**config.mk**
```make
export PLATFORM = sky130hd
export DESIGN_NAME = uart_dual_ring_buffer
export DESIGN_NICKNAME = d
export VERILOG_FILES = /design/src/rtl/udrb_pkg.sv /design/src/rtl/uart_dual_ring_buffer.sv /design/src/rtl/udrb_ram.sv /design/src/rtl/udrb_ctrl.sv
export SDC_FILE = /design/constraint.sdc
export NUM_CORES = 1
export LEC_CHECK = 0
export BUFFER_PORTS_ARGS = -buffer_cell sky130_fd_sc_hd__clkbuf_2
export CORE_MARGIN = 2
export CORE_UTILIZATION = 55
export CTS_BUF_LIST = sky130_fd_sc_hd__clkbuf_8 sky130_fd_sc_hd__clkbuf_16
export CTS_CLUSTER_DIAMETER = 30
export DETAILED_ROUTE_END_ITERATION = 10
export PLACE_DENSITY_LB_ADDON = 0.2
export RECOVER_POWER = 25
export SYNTH_ARGS = -nofsm -noshare
export SYNTH_HDL_FRONTEND = slang
export SYNTH_HIERARCHICAL = 1
export SYNTH_SLANG_ARGS = --single-unit
export TNS_END_PERCENT = 10
```
**constraint.sdc**
```tcl
create_clock -name clk -period 4.2 [get_ports clk]
set_input_delay 0.84 -clock clk [delete_from_list [all_inputs] [get_ports clk]]
set_output_delay 0.84 -clock clk [all_outputs]
set_load 0.05 [all_outputs]
```
**src/rtl/udrb_pkg.sv**
```systemverilog
`timescale 1ns / 1ps

package udrb_pkg;

  localparam int RING_DEPTH = 8;
  localparam int PTR_W      = (RING_DEPTH > 2) ? $clog2(RING_DEPTH) : 1;
  localparam int LVL_W      = $clog2(RING_DEPTH + 1);
  localparam int DATA_W     = 8;
  localparam int OP_W       = 3;
  localparam int S_TDATA_W  = ((DATA_W + 7) / 8) * 8;
  localparam int M_FIELDS_W = DATA_W + 3 + 2 * LVL_W;
  localparam int M_TDATA_W  = ((M_FIELDS_W + 7) / 8) * 8;
  localparam int M_PAD_W    = M_TDATA_W - M_FIELDS_W;

  typedef enum logic [OP_W-1:0] {
    OP_TX_PUSH  = 3'd0,
    OP_RX_POP   = 3'd1,
    OP_RX_WRITE = 3'd2,
    OP_TX_READY = 3'd3,
    OP_RX_FLUSH = 3'd4,
    OP_TX_FLUSH = 3'd5
  } opcode_t;

  typedef struct packed {
    logic             we;
    logic             re;
    logic [PTR_W-1:0] addr;
  } ram_cmd_t;

  typedef struct packed {
    logic             rd;
    logic             sel_rx;
    logic             accepted;
    logic             overrun;
    logic [LVL_W-1:0] rx_level;
    logic [LVL_W-1:0] tx_level;
    logic             tx_active;
  } res_meta_t;

endpackage

```
**src/rtl/uart_dual_ring_buffer.sv**
```systemverilog
`timescale 1ns / 1ps

// UART transmit and receive byte rings, each held in a small synchronous RAM
// with a registered read port. Each input word is one command (opcode in
// s_tuser, byte in s_tdata) and yields exactly one output word with the
// popped byte, status flags and both ring levels after the command. A
// command goes from acceptance to its output word through the RAM access
// and pointer update, then the result register, and the output may stall
// between them. Words are accepted every cycle while the output side keeps
// up; a waiting output word still lets one command into an empty RAM stage,
// after which input stalls. Pointers and fills live in flops and update at
// acceptance, so back-to-back commands on the same ring see each other with
// no forwarding. Ring contents are not cleared by reset or flush.
module uart_dual_ring_buffer (
  input  logic                             clk,
  input  logic                             rst,
  input  logic                             s_tvalid,
  output logic                             s_tready,
  // data_in
  input  logic [udrb_pkg::S_TDATA_W-1:0]   s_tdata,
  // opcode
  input  logic [udrb_pkg::OP_W-1:0]        s_tuser,
  output logic                             m_tvalid,
  input  logic                             m_tready,
  // data_out, push_accepted, rx_overrun, rx_level, tx_level, tx_active
  output logic [udrb_pkg::M_TDATA_W-1:0]   m_tdata,
  // data_valid
  output logic                             m_tuser
);

  logic                        in_fire;
  logic                        advance;
  logic                        p_valid;
  udrb_pkg::ram_cmd_t          tx_cmd, rx_cmd;
  udrb_pkg::res_meta_t         meta, out_meta;
  logic [udrb_pkg::DATA_W-1:0] tx_rdata, rx_rdata, out_data;

  assign advance  = p_valid && (!m_tvalid || m_tready);
  assign s_tready = !p_valid || advance;
  assign in_fire  = s_tvalid && s_tready;

  udrb_ctrl u_ctrl (
    .clk     (clk),
    .rst     (rst),
    .in_fire (in_fire),
    .opcode  (s_tuser),
    .advance (advance),
    .tx_cmd  (tx_cmd),
    .rx_cmd  (rx_cmd),
    .p_valid (p_valid),
    .meta    (meta)
  );

  udrb_ram #(
    .DEPTH (udrb_pkg::RING_DEPTH),
    .WIDTH (udrb_pkg::DATA_W),
    .ADDR_W(udrb_pkg::PTR_W)
  ) u_tx_ram (
    .clk   (clk),
    .we    (tx_cmd.we),
    .re    (tx_cmd.re),
    .addr  (tx_cmd.addr),
    .wdata (s_tdata[udrb_pkg::DATA_W-1:0]),
    .rdata (tx_rdata)
  );

  udrb_ram #(
    .DEPTH (udrb_pkg::RING_DEPTH),
    .WIDTH (udrb_pkg::DATA_W),
    .ADDR_W(udrb_pkg::PTR_W)
  ) u_rx_ram (
    .clk   (clk),
    .we    (rx_cmd.we),
    .re    (rx_cmd.re),
    .addr  (rx_cmd.addr),
    .wdata (s_tdata[udrb_pkg::DATA_W-1:0]),
    .rdata (rx_rdata)
  );

  always_ff @(posedge clk) begin
    if (rst) begin
      m_tvalid <= 1'b0;
    end else if (advance) begin
      m_tvalid <= 1'b1;
    end else if (m_tready) begin
      m_tvalid <= 1'b0;
    end
  end

  // zero the byte unless a pop produced it
  always_ff @(posedge clk) begin
    if (advance) begin
      out_meta <= meta;
      if (!meta.rd) begin
        out_data <= '0;
      end else if (meta.sel_rx) begin
        out_data <= rx_rdata;
      end else begin
        out_data <= tx_rdata;
      end
    end
  end

  assign m_tdata = {{udrb_pkg::M_PAD_W{1'b0}}, out_meta.tx_active, out_meta.tx_level,
                    out_meta.rx_level, out_meta.overrun, out_meta.accepted, out_data};
  assign m_tuser = out_meta.rd;

endmodule

```
**src/rtl/udrb_ram.sv**
```systemverilog
`timescale 1ns / 1ps

module udrb_ram #(
  parameter int DEPTH  = 8,
  parameter int WIDTH  = 8,
  parameter int ADDR_W = (DEPTH > 2) ? $clog2(DEPTH) : 1
) (
  input  logic              clk,
  input  logic              we,
  input  logic              re,
  input  logic [ADDR_W-1:0] addr,
  input  logic [WIDTH-1:0]  wdata,
  output logic [WIDTH-1:0]  rdata
);

  logic [WIDTH-1:0] mem [DEPTH];

  always_ff @(posedge clk) begin
    if (we) begin
      mem[addr] <= wdata;
    end
  end

  always_ff @(posedge clk) begin
    if (re) begin
      rdata <= mem[addr];
    end
  end

endmodule

```
**src/rtl/udrb_ctrl.sv**
```systemverilog
`timescale 1ns / 1ps

module udrb_ctrl (
  input  logic                       clk,
  input  logic                       rst,
  input  logic                       in_fire,
  input  logic [udrb_pkg::OP_W-1:0]  opcode,
  input  logic                       advance,
  output udrb_pkg::ram_cmd_t         tx_cmd,
  output udrb_pkg::ram_cmd_t         rx_cmd,
  output logic                       p_valid,
  output udrb_pkg::res_meta_t        meta
);

  localparam logic [udrb_pkg::LVL_W-1:0] FULL = udrb_pkg::LVL_W'(udrb_pkg::RING_DEPTH);
  localparam logic [udrb_pkg::PTR_W-1:0] LAST = udrb_pkg::PTR_W'(udrb_pkg::RING_DEPTH - 1);

  logic [udrb_pkg::PTR_W-1:0] tx_head, tx_head_next, tx_tail, tx_tail_next;
  logic [udrb_pkg::PTR_W-1:0] rx_head, rx_head_next, rx_tail, rx_tail_next;
  logic [udrb_pkg::LVL_W-1:0] tx_fill, tx_fill_next, rx_fill, rx_fill_next;
  logic                       tx_flag, tx_flag_next;
  udrb_pkg::res_meta_t        meta_next;

  function automatic logic [udrb_pkg::PTR_W-1:0] wrap_inc(
    input logic [udrb_pkg::PTR_W-1:0] p
  );
    return (p == LAST) ? '0 : p + 1'b1;
  endfunction

  always_comb begin
    tx_head_next = tx_head;
    tx_tail_next = tx_tail;
    tx_fill_next = tx_fill;
    rx_head_next = rx_head;
    rx_tail_next = rx_tail;
    rx_fill_next = rx_fill;
    tx_flag_next = tx_flag;
    tx_cmd       = '0;
    rx_cmd       = '0;
    meta_next    = '0;
    case (udrb_pkg::opcode_t'(opcode))
      udrb_pkg::OP_TX_PUSH: begin
        if (tx_fill != FULL) begin
          tx_cmd.we          = 1'b1;
          tx_cmd.addr        = tx_tail;
          tx_tail_next       = wrap_inc(tx_tail);
          tx_fill_next       = tx_fill + 1'b1;
          tx_flag_next       = 1'b1;
          meta_next.accepted = 1'b1;
        end
      end
      udrb_pkg::OP_RX_POP: begin
        if (rx_fill != '0) begin
          rx_cmd.re        = 1'b1;
          rx_cmd.addr      = rx_head;
          rx_head_next     = wrap_inc(rx_head);
          rx_fill_next     = rx_fill - 1'b1;
          meta_next.rd     = 1'b1;
          meta_next.sel_rx = 1'b1;
        end
      end
      udrb_pkg::OP_RX_WRITE: begin
        rx_cmd.we    = 1'b1;
        rx_cmd.addr  = rx_tail;
        rx_tail_next = wrap_inc(rx_tail);
        if (rx_fill != FULL) begin
          rx_fill_next = rx_fill + 1'b1;
        end else begin
          rx_head_next      = wrap_inc(rx_head);
          meta_next.overrun = 1'b1;
        end
      end
      udrb_pkg::OP_TX_READY: begin
        if (tx_fill != '0) begin
          tx_cmd.re    = 1'b1;
          tx_cmd.addr  = tx_head;
          tx_head_next = wrap_inc(tx_head);
          tx_fill_next = tx_fill - 1'b1;
          meta_next.rd = 1'b1;
        end
        if (tx_fill_next == '0) begin
          tx_flag_next = 1'b0;
        end
      end
      udrb_pkg::OP_RX_FLUSH: begin
        rx_head_next = '0;
        rx_tail_next = '0;
        rx_fill_next = '0;
      end
      udrb_pkg::OP_TX_FLUSH: begin
        tx_head_next = '0;
        tx_tail_next = '0;
        tx_fill_next = '0;
      end
      default: begin
      end
    endcase
    meta_next.rx_level  = rx_fill_next;
    meta_next.tx_level  = tx_fill_next;
    meta_next.tx_active = tx_flag_next;
    if (!in_fire) begin
      tx_cmd = '0;
      rx_cmd = '0;
    end
  end

  always_ff @(posedge clk) begin
    if (rst) begin
      tx_head <= '0;
      tx_tail <= '0;
      tx_fill <= '0;
      rx_head <= '0;
      rx_tail <= '0;
      rx_fill <= '0;
      tx_flag <= 1'b0;
      p_valid <= 1'b0;
    end else begin
      if (in_fire) begin
        tx_head <= tx_head_next;
        tx_tail <= tx_tail_next;
        tx_fill <= tx_fill_next;
        rx_head <= rx_head_next;
        rx_tail <= rx_tail_next;
        rx_fill <= rx_fill_next;
        tx_flag <= tx_flag_next;
        p_valid <= 1'b1;
      end else if (advance) begin
        p_valid <= 1'b0;
      end
    end
  end

  always_ff @(posedge clk) begin
    if (in_fire) begin
      meta <= meta_next;
    end
  end

endmodule

```
# == After elaboration in Yosys (flattened, before gate mapping) ==
# Memories as Yosys holds them, arrays and structs flattened. A register that Yosys moved wholly into a read port is not among the register bits.
# Index checks and enable logic that the tools add are counted.
# word_totals
reg_bits,56
latchBits,0
ramBits,128
rom_bits,0
in_bits,15
out_inout_bits,27
wordCells,115
memories,2
# op_classes
add_sub_neg,8
mul,0
n_div,0
order_cmp,0
eq_ne,15
n_shift,0
mux,47
bitwise_logic,0
reduce_logical,20
# memory_table
name,depth,word_bits,rd,rd_ports_with_merged_regs,write_ports,line,text
u_rx_ram.mem,8,8,1,1,1,udrb_ram.sv:16,logic [WIDTH-1:0] mem [DEPTH];
u_tx_ram.mem,8,8,1,1,1,udrb_ram.sv:16,
# ops
op,n
3-bit case mux with 2 select lines,5
4-bit 2-to-1 mux,7
3-bit 2-to-1 mux,9
4-bit case mux with 3 select lines,2
3-bit equality test (second input constant),6
1-bit 2-to-1 mux,17
3-bit by 1-bit adder with 3-bit output (second input constant),4
5-bit 2-to-1 mux,2
2-bit nonzero test,5
3-bit case mux with 3 select lines,1
4-bit by 1-bit adder with 4-bit output (second input constant),2
8-bit 2-to-1 mux,1
4-bit != test (second input constant),2
4-bit nonzero test,2
4-bit by 1-bit subtractor with 4-bit output (second input constant),2
3-bit by 2-bit equality test with 1-bit output (second input constant),2
2-bit by 1-bit != test with 1-bit output (second input constant),3
3-bit AND reduction,2
4-bit logical NOT,1
1-bit case mux with 2 select lines,2
4-bit AND reduction,1
3-bit by 1-bit equality test with 1-bit output (second input constant),1
3-bit logical NOT,1
3-bit nonzero test,1
6 further kinds,9

# == Longest topological paths before layout ==
# Gate-level depths: netlist (run 1).
# logic_depth
word_depth,8
mapped_depth,14

# == By module ==
# Netlist (run 1), hierarchy kept.
# modules_own_cells
module,n_inst,cells_each,area_per_inst_um2,seq_area_each_um2
udrb_ram,2,129,2795.2,2162.1
udrb_ctrl,1,247,2248.4,830.8
uart_dual_ring_buffer,1,49,837.1,620.6

# == Worst setup path after synthesis (run 1) ==
# OpenSTA, ideal clock, no wires.
# synth_timing
path_type,input -> register
start,input port m_tready
end,"memory u_tx_ram.mem[4][0], enable pin"
setup_ps,383
arrival_time_ps,4118
setup_slack_ps,-301
stages,8
path_cell_list,nor2b_1 -> a21boi_0 -> nor2b_1 -> nand2b_1 -> nor2_1 -> buf_1 -> nand2_1 -> nor3_1
# synth_lines
element,line,text
from (decl),uart_dual_ring_buffer.sv:24,"input logic m_tready,"
to (decl),udrb_ram.sv:16,

==> results of run 1 <==
==> sequential cells by signal, summed over array words and instances (netlist names), 4 cells and up <==
register / flops
u_ctrl/rx_fill: 4
u_ctrl/meta: 13
u_tx_ram/mem: 64
out_data: 8
u_rx_ram/rdata: 8
u_rx_ram/mem: 64
u_tx_ram/rdata: 8
m_tdata: 11
u_ctrl/tx_fill: 4
==> how the worst min path moves through the flow <==
stage / depth (start not counted) / endpoint / slack [ns]
2_1_floorplan: 0 / m_tdata[10]$_DFFE_PP_ / 0.40
6_report: 0 / m_tdata[11]$_DFFE_PP_ / 0.42
4_1_cts: 0 / m_tdata[11]$_DFFE_PP_ / 0.42
3_3_place_gp: 0 / m_tdata[17]$_DFFE_PP_ / 0.40
5_1_grt: 0 / m_tdata[14]$_DFFE_PP_ / 0.43
3_5_place_dp: 0 / m_tdata[18]$_DFFE_PP_ / 0.41
==> cells in the final DEF, fill, tap and decap left out, types with 4 or more instances in the layout <==
| master | synthesis | final |
|---|---|---|
| a21oi_1 | 20 | 20 |
| a22oi_1 | 13 | 13 |
| a311oi_1 | 4 | 4 |
| and2_1 | 4 | 4 |
| and3_1 | 4 | 4 |
| and3b_1 | 5 | 5 |
| buf_4 | 6 | 25 |
| clkbuf_1 | 8 | 7 |
| clkbuf_16 | 0 | 17 |
| clkbuf_2 | 0 | 29 |
| conb_1 | 1 | 5 |
| dfxtp_1 | 23 | 23 |
| edfxtp_1 | 177 | 177 |
| ha_1 | 12 | 12 |
| inv_1 | 10 | 10 |
| inv_6 | 0 | 5 |
| mux2_2 | 5 | 5 |
| mux2_4 | 12 | 12 |
| mux2i_1 | 14 | 14 |
| mux4_1 | 8 | 8 |
| mux4_2 | 16 | 16 |
| nand2_1 | 21 | 21 |
| nand2b_1 | 8 | 8 |
| nand3_1 | 13 | 13 |
| nand3b_1 | 6 | 6 |
| nor2_1 | 31 | 29 |
| nor2b_1 | 16 | 15 |
| nor3_1 | 12 | 12 |
| o21ai_0 | 17 | 17 |
==> metal layers <==
layer / share of wire [%] / wire length [um] / up-vias
met3: 5.3 / 887 / 22
met4: 1.2 / 204 / 0
li1: - / - / 2256
met2: 47 / 7810 / 156
met5: 0 / 0 / -
met1: 47 / 7770 / 2482
==> cell type report <==
type | count | area [sq um] | area share [%]
Sequential cell | 200 | 5780 | 59.8
Multi-Input combinational cell | 307 | 2590 | 26.8
Clock buffer | 17 | 425 | 4.40
Timing Repair Buffer | 62 | 379 | 3.92
Tap cell | 211 | 264 | 2.73
Clock inverter | 15 | 178 | 1.84
Inverter | 12 | 45.0 | 0.466
==> where the power goes <==
group	total, mW	leakage [nW]	switching (mW)	internal [mW]
sequential	2.21	1.81	0.0164	2.19
combinational	0.207	1.24	0.151	0.0556
clock	1.64	0.293	0.783	0.853
==> metrics by stage <==
stage	area, sq um	utilization [%]	hold WS, ns	cells
CTS	9670	63.1	0.421	824
global placement	9060	59.2	0.401	792
floorplan	8690	-	0.400	558
global route	9660	63.1	0.431	824
detailed placement	9060	59.2	0.406	792
finish	9660	63.1	0.418	824
==> cell families after synthesis <==
group	Yosys count	synth area share [%]
and+or+nand+nor	139	8.93
xor gates and xnor gates	2	0.202
muxes	57	11.2
other	1	0.0432
DFF	200	66.6
adders and majority gates	12	1.73
AOI/OAI and AO/OA	92	7.50
buffers and inverters	51	3.85
==> impl_metrics.csv, run 1 <==
group,metric,value,unit
worst_setup_path,crit_cells,9,
worst_setup_path,reg2reg_depth,9,
worst_setup_path,worstSetupPathType,"flop to flop",
status,status,"finished clean",
clock_tree,clockBufferDepth,2,
clock_tree,cts_post_setup_buffers_inserted,0,
timing,slew_violations,0,
timing,final.setup.worst_slack,0.966,ns
flow_run,maxCapViolCount,0,
worst_setup_path,endpoint_kind,"flop",
final_layout,nets,627,
synth,yosysTopAreaCellShare,61.3,%
power,power,4.05,mW
worst_setup_path,worstPathArrival,3.42,ns
route,drc_errors,0,
synth,synth_most_common_cell,"edfxtp_1",
worst_setup_path,crit_start,"u_ctrl/tx_fill[0]$_SDFFE_PP0P_",
final_layout,drive_gt1_share,22.3,%
route,wl,16700,um
hold_path,hold_start,"u_ctrl/meta[6]$_DFFE_PP_",
global_routing,grt_util_met2,32.0,%
floorplan,die_h,130,um
worst_setup_path,crit_fanout,25,
worst_setup_path,reg2reg_to,"u_tx_ram/rdata[0]$_DFFE_PP_",
clock_tree,cts_sinks,200,
global_routing,antenna_found_initial,0,
global_routing,top_usage_layer,"met2",
clock_tree,cts_resized,0,
worst_setup_path,r2r_slack,0.97,ns
synth,async_flop_share,0,%
final_layout,area_delta_synth_final,11.3,%
synth,yosysTopAreaCell,"edfxtp_1",
clock_tree,cts_hold_buf,0,
clock_tree,htreeDepth,4,
global_routing,grt_max_degree,30,
final_layout,antenna_cells,0,
worst_setup_path,regToRegStartpoint,"u_ctrl/tx_fill[0]$_SDFFE_PP0P_",
placement,portBuffers,36,
floorplan,core_area,0.0153,sq mm
global_routing,grt_pass1_vias,4575,
worst_setup_path,path_cells,"inv_1 -> ha_1 -> or3b_1 -> and2_1 -> a22oi_1 -> nor2_2 -> buf_4 -> mux4_1 -> mux2_4",
global_routing,met1_usage,30.5,%
route,via_count,4916,
global_routing,grt_use_met3,4.67,%
timing,timing.fmax,0.309,GHz
timing,tns,0,ns
placement,dpl.hpwl,10800,um
worst_setup_path,crit_required,4.39,ns
synth,synthDistinctLibCells,74,
global_routing,grt_pass1_wl,25800,um
worst_setup_path,critPathTopFamily,"multiplexers",
timing,max-slew-margin-rel,35.8,%
floorplan,dieArea,0.0168,sq mm
route,ant_nets,0,
timing,hold_viol_final,0,
route,firstDrtPassIters,5,
floorplan,die_w,130,um
synth,synth_area,0.00868,sq mm
worst_setup_path,critical_path.endpoint,"u_tx_ram/rdata[0]$_DFFE_PP_",
placement,place_ws,0.704,ns
floorplan,rows,45,
synth,ys_ff_latch,200,
clock_tree,clock_latency,0.44,ns
placement,globalplace.congestion,0.871,
global_routing,grt_overflow,0,
timing,worst-slew-pin-transition,0.959,ns
worst_setup_path,critPathMaxStageDelay,0.61,ns
worst_setup_path,critPathLaunchType,"flop",
synth,yosysWarnings,6,
hold_path,min_path_type,"flop to flop",
timing,period_share,77.0,%
clock_tree,cts_tree,"done",
timing,fin_skew,0.00968,ns
power,p_per_area,419,mW/mm^2
floorplan,io_pins,42,
floorplan,initial_core_util,56.7,%
worst_setup_path,path_buf_inv,2,
synth,synthCells,554,
synth,ys.flop_type,"edfxtp_1",
route,wl_per_cell,20.2,um
route,vias_per_cell,5.97,
clock_tree,clock-root-buffer,"clkbuf_16",
timing,fin_crit,3.23,ns
synth,avgSynthCellArea,15.7,sq um
power,ir_worst_vdd,356,uV
worst_setup_path,cpMaxStageDelayCell,"mux4_1",
clock_tree,cts_made_buffers,17,
synth,ys_top_cells_by_count,"177 x edfxtp_1, 31 x nor2_1, 23 x dfxtp_1",
synth,yosys-top-cells-area,"edfxtp_1 61%, dfxtp_1 5.3%, mux4_2 4.2%",
power,p_leak,3.34,nW
route,first_iter_violations,461,
clock_tree,clk_pin_slew,0.08,ns
final_layout,fillers,1124,
global_routing,track_usage,21.0,%
synth,synth_enable_flop_cells,177,
synth,ys_seq_area_share,66.6,%
timing,rsz0062_at_grt,"false",
timing,setup-violations-final,0,
(Power assumes the default switching activity.)
==> run 2, diff against run 1 <==
--- a/config.mk
+++ b/config.mk
@@ -5,9 +5,10 @@
 export SDC_FILE = /design/constraint.sdc
 export NUM_CORES = 1
 export LEC_CHECK = 0
+export ABC_AREA = 1
 export BUFFER_PORTS_ARGS = -buffer_cell sky130_fd_sc_hd__clkbuf_2
 export CORE_MARGIN = 2
-export CORE_UTILIZATION = 55
+export CORE_UTILIZATION = 60
 export CTS_BUF_LIST = sky130_fd_sc_hd__clkbuf_8 sky130_fd_sc_hd__clkbuf_16
 export CTS_CLUSTER_DIAMETER = 30
 export DETAILED_ROUTE_END_ITERATION = 10
==> constraint.sdc (replaced) <==
create_clock -name clk -period 3.3 [get_ports clk]
set_input_delay 0.66 -clock clk [delete_from_list [all_inputs] [get_ports clk]]
set_output_delay 0.66 -clock clk [all_outputs]
set_load 0.05 [all_outputs]
==> run 2 against run 1 <==
Critical path depth up 2. Combinational power up 65%. Core utilization up 5.2 points. Clock skew down 0.00055 ns. Global-route usage up 2.4 points. Sequential share of layout area down 1.4 points. Fmax up 13%. Synthesized area up 1.9%. Total power up 28%. Synthesized cell count up 63%. Critical path type unchanged. Largest power group unchanged.
==> impl_metrics.csv, run 2 <==
group,metric,value,unit
global_routing,track_usage,23.4,%
final_layout,fillers,1089,
timing,worst-slew-pin-transition,0.938,ns
timing,hold_viol_final,0,
worst_setup_path,endpoint_kind,"flop",
synth,synthCells,904,
synth,synth_enable_flop_cells,177,
power,power,5.19,mW
final_layout,antenna_cells,0,
hold_path,hold_start,"u_ctrl/meta[3]$_DFFE_PP_",
synth,ys_top_cells_by_count,"345 x nand2_1, 177 x edfxtp_1, 106 x inv_1",
route,firstDrtPassIters,5,
global_routing,grt_pass1_vias,5534,
synth,synthDistinctLibCells,30,
worst_setup_path,crit_required,3.45,ns
synth,ys_ff_latch,200,
clock_tree,cts_hold_buf,0,
synth,yosysTopAreaCellShare,60.1,%
timing,final.setup.worst_slack,0.444,ns
synth,ys.flop_type,"edfxtp_1",
global_routing,antenna_found_initial,0,
timing,period_share,86.6,%
synth,synth_area,0.00884,sq mm
final_layout,design_area,0.00989,sq mm
clock_tree,clock_latency,0.44,ns
synth,synth_compound_gate_area_share,2.77,%
global_routing,grt_max_degree,34,
floorplan,io_pins,42,
timing,max-slew-margin-rel,37.5,%
synth,yosys-top-cells-area,"edfxtp_1 60%, nand2_1 15%, dfxtp_1 5.2%",
hold_path,worstHoldPathCells,0,
route,wl_per_cell,15.2,um
placement,place_ws,0.365,ns
power,p_per_area,525,mW/mm^2
timing,timing.fmax,0.350,GHz
placement,dpl-instance-area,0.00932,sq mm
route,wl,17500,um
route,first_iter_violations,791,
clock_tree,clockBufferDepth,2,
status,status,"finished clean",
clock_tree,cts_made_buffers,17,
hold_path,min_path_type,"flop to flop",
worst_setup_path,crit_fanout,33,
power,p_leak,4.28,nW
route,vias_per_cell,5.19,
final_layout,mostFrequentLayoutCells,"345 x nand2_1, 177 x edfxtp_1, 107 x inv_1",
clock_tree,cts_resized,0,
timing,fin_skew,0.00913,ns
floorplan,die_h,125,um
route,via_count,5986,
placement,dpl.hpwl,11500,um
clock_tree,cts_post_setup_buffers_inserted,0,
route,drc_errors,0,
synth,yosysWarnings,6,
synth,yosysTopAreaCell,"edfxtp_1",
timing,fin_crit,2.86,ns
synth,synth_fa_ha_area_share,1.70,%
final_layout,final_common_cell,"nand2_1",
global_routing,grt_overflow,0,
floorplan,core_area,0.0145,sq mm
clock_tree,htreeDepth,4,
clock_tree,clock-root-buffer,"clkbuf_16",
final_layout,nets,983,
timing,rsz0062_at_grt,"false",
worst_setup_path,critPathLaunchType,"flop",
worst_setup_path,worstPathArrival,3.00,ns
clock_tree,clk_pin_slew,0.07,ns
synth,avgSynthCellArea,9.78,sq um
worst_setup_path,worstSetupPathType,"flop to flop",
floorplan,rows,44,
final_layout,reg.largest.list,"u_rx_ram/mem: 64 flops, u_tx_ram/mem: 64 flops, u_ctrl/meta: 13 flops",
floorplan,dieArea,0.0157,sq mm
synth,synth_top_family_by_area,"simple AND/OR/NAND/NOR gates",
final_layout,final_core_util,68.3,%
worst_setup_path,regToRegStartpoint,"u_ctrl/rx_fill[0]$_SDFFE_PP0P_",
route,ant_nets,0,
final_layout,drive_gt1_share,12.6,%
synth,ys_seq_area_share,65.3,%
timing,setup-violations-final,0,
worst_setup_path,reg2reg_depth,11,
flow_run,maxCapViolCount,0,
placement,portBuffers,36,
power,ir_worst_vdd,391,uV
timing,slew_violations,0,
timing,tns,0,ns
final_layout,area_delta_synth_final,11.8,%
synth,synth_most_common_cell,"nand2_1",
floorplan,initial_core_util,61.1,%
worst_setup_path,crit_start,"u_ctrl/rx_fill[0]$_SDFFE_PP0P_",
synth,synth_xor_area_share,0.198,%
synth,synth.area.mux_share,0,%
floorplan,die_w,125,um
global_routing,grt_pass1_wl,28100,um
synth,async_flop_share,0,%
placement,globalplace.congestion,0.862,
clock_tree,cts_tree,"done",
clock_tree,cts_sinks,200,
synth,yosys.area_share.simple,22.7,%
## run 2: final timing paths
| kind | slack, ns | end |
|---|---|---|
| worst max-delay path | 0.44 | u_rx_ram/mem[1][1]$_DFFE_PP_ |
| worst min-delay path | 0.42 | m_tdata[16]$_DFFE_PP_ |
| worst max register to register | 0.44 | u_rx_ram/mem[1][1]$_DFFE_PP_ |
| worst min register to register | 0.42 | m_tdata[16]$_DFFE_PP_ |
## run 2: cells by family after synthesis
logic type | count (synthesis)
AND/OR/NAND/NOR | 496
flip-flops | 200
buffers and inverters | 148
AO/OA/AOI/OAI | 45
adder cells (fa/ha/maj) | 12
XOR/XNOR | 2
other | 1
## run 2: routing by layer
| layer | vias to the layer above | part of all wire [%] | global-route usage [%] |
|---|---|---|---|
| met3 | 10 | 6.4 | 5.52 |
| met1 | 2761 | 43 | 32.1 |
| met5 | - | 0 | 0 |
| met2 | 207 | 49 | 38.3 |
| met4 | 0 | 0.85 | 5.56 |
| li1 | 3008 | - | - |
## run 2: area by class of cell
| type | count | area [sq um] | share of cell area [%] |
|---|---|---|---|
| timing repair buffer | 57 | 330 | 3.34 |
| clock buffer | 17 | 425 | 4.30 |
| inverter | 120 | 459 | 4.64 |
| multi-input combinational | 560 | 2510 | 25.4 |
| clock inverter | 15 | 149 | 1.51 |
| tap | 184 | 230 | 2.33 |
| sequential | 200 | 5780 | 58.4 |
## run 2: worst max-delay path: stages (launching register included)
cell	delay (ns)
dfxtp_1	0.49
inv_1	0.15
ha_1	0.27
nand3_1	0.12
nand2_1	0.17
inv_1	0.16
a22oi_1	0.09
nor2_2	0.16
buf_4	0.37
nand2_1	0.22
nor3_2	0.15
buf_4	0.20
## run 2: power breakdown
part | switching [mW] | internal (mW)
combinational | 0.259 | 0.0826
sequential | 0.0353 | 2.81
clock | 0.940 | 1.06
## run 2: metrics by stage
stage,hold WS (ns),std cells
detailed placement,0.405,1121
global route,0.431,1153
global placement,0.400,1121
floorplan,0.400,908
CTS,0.422,1153
finish,0.424,1153
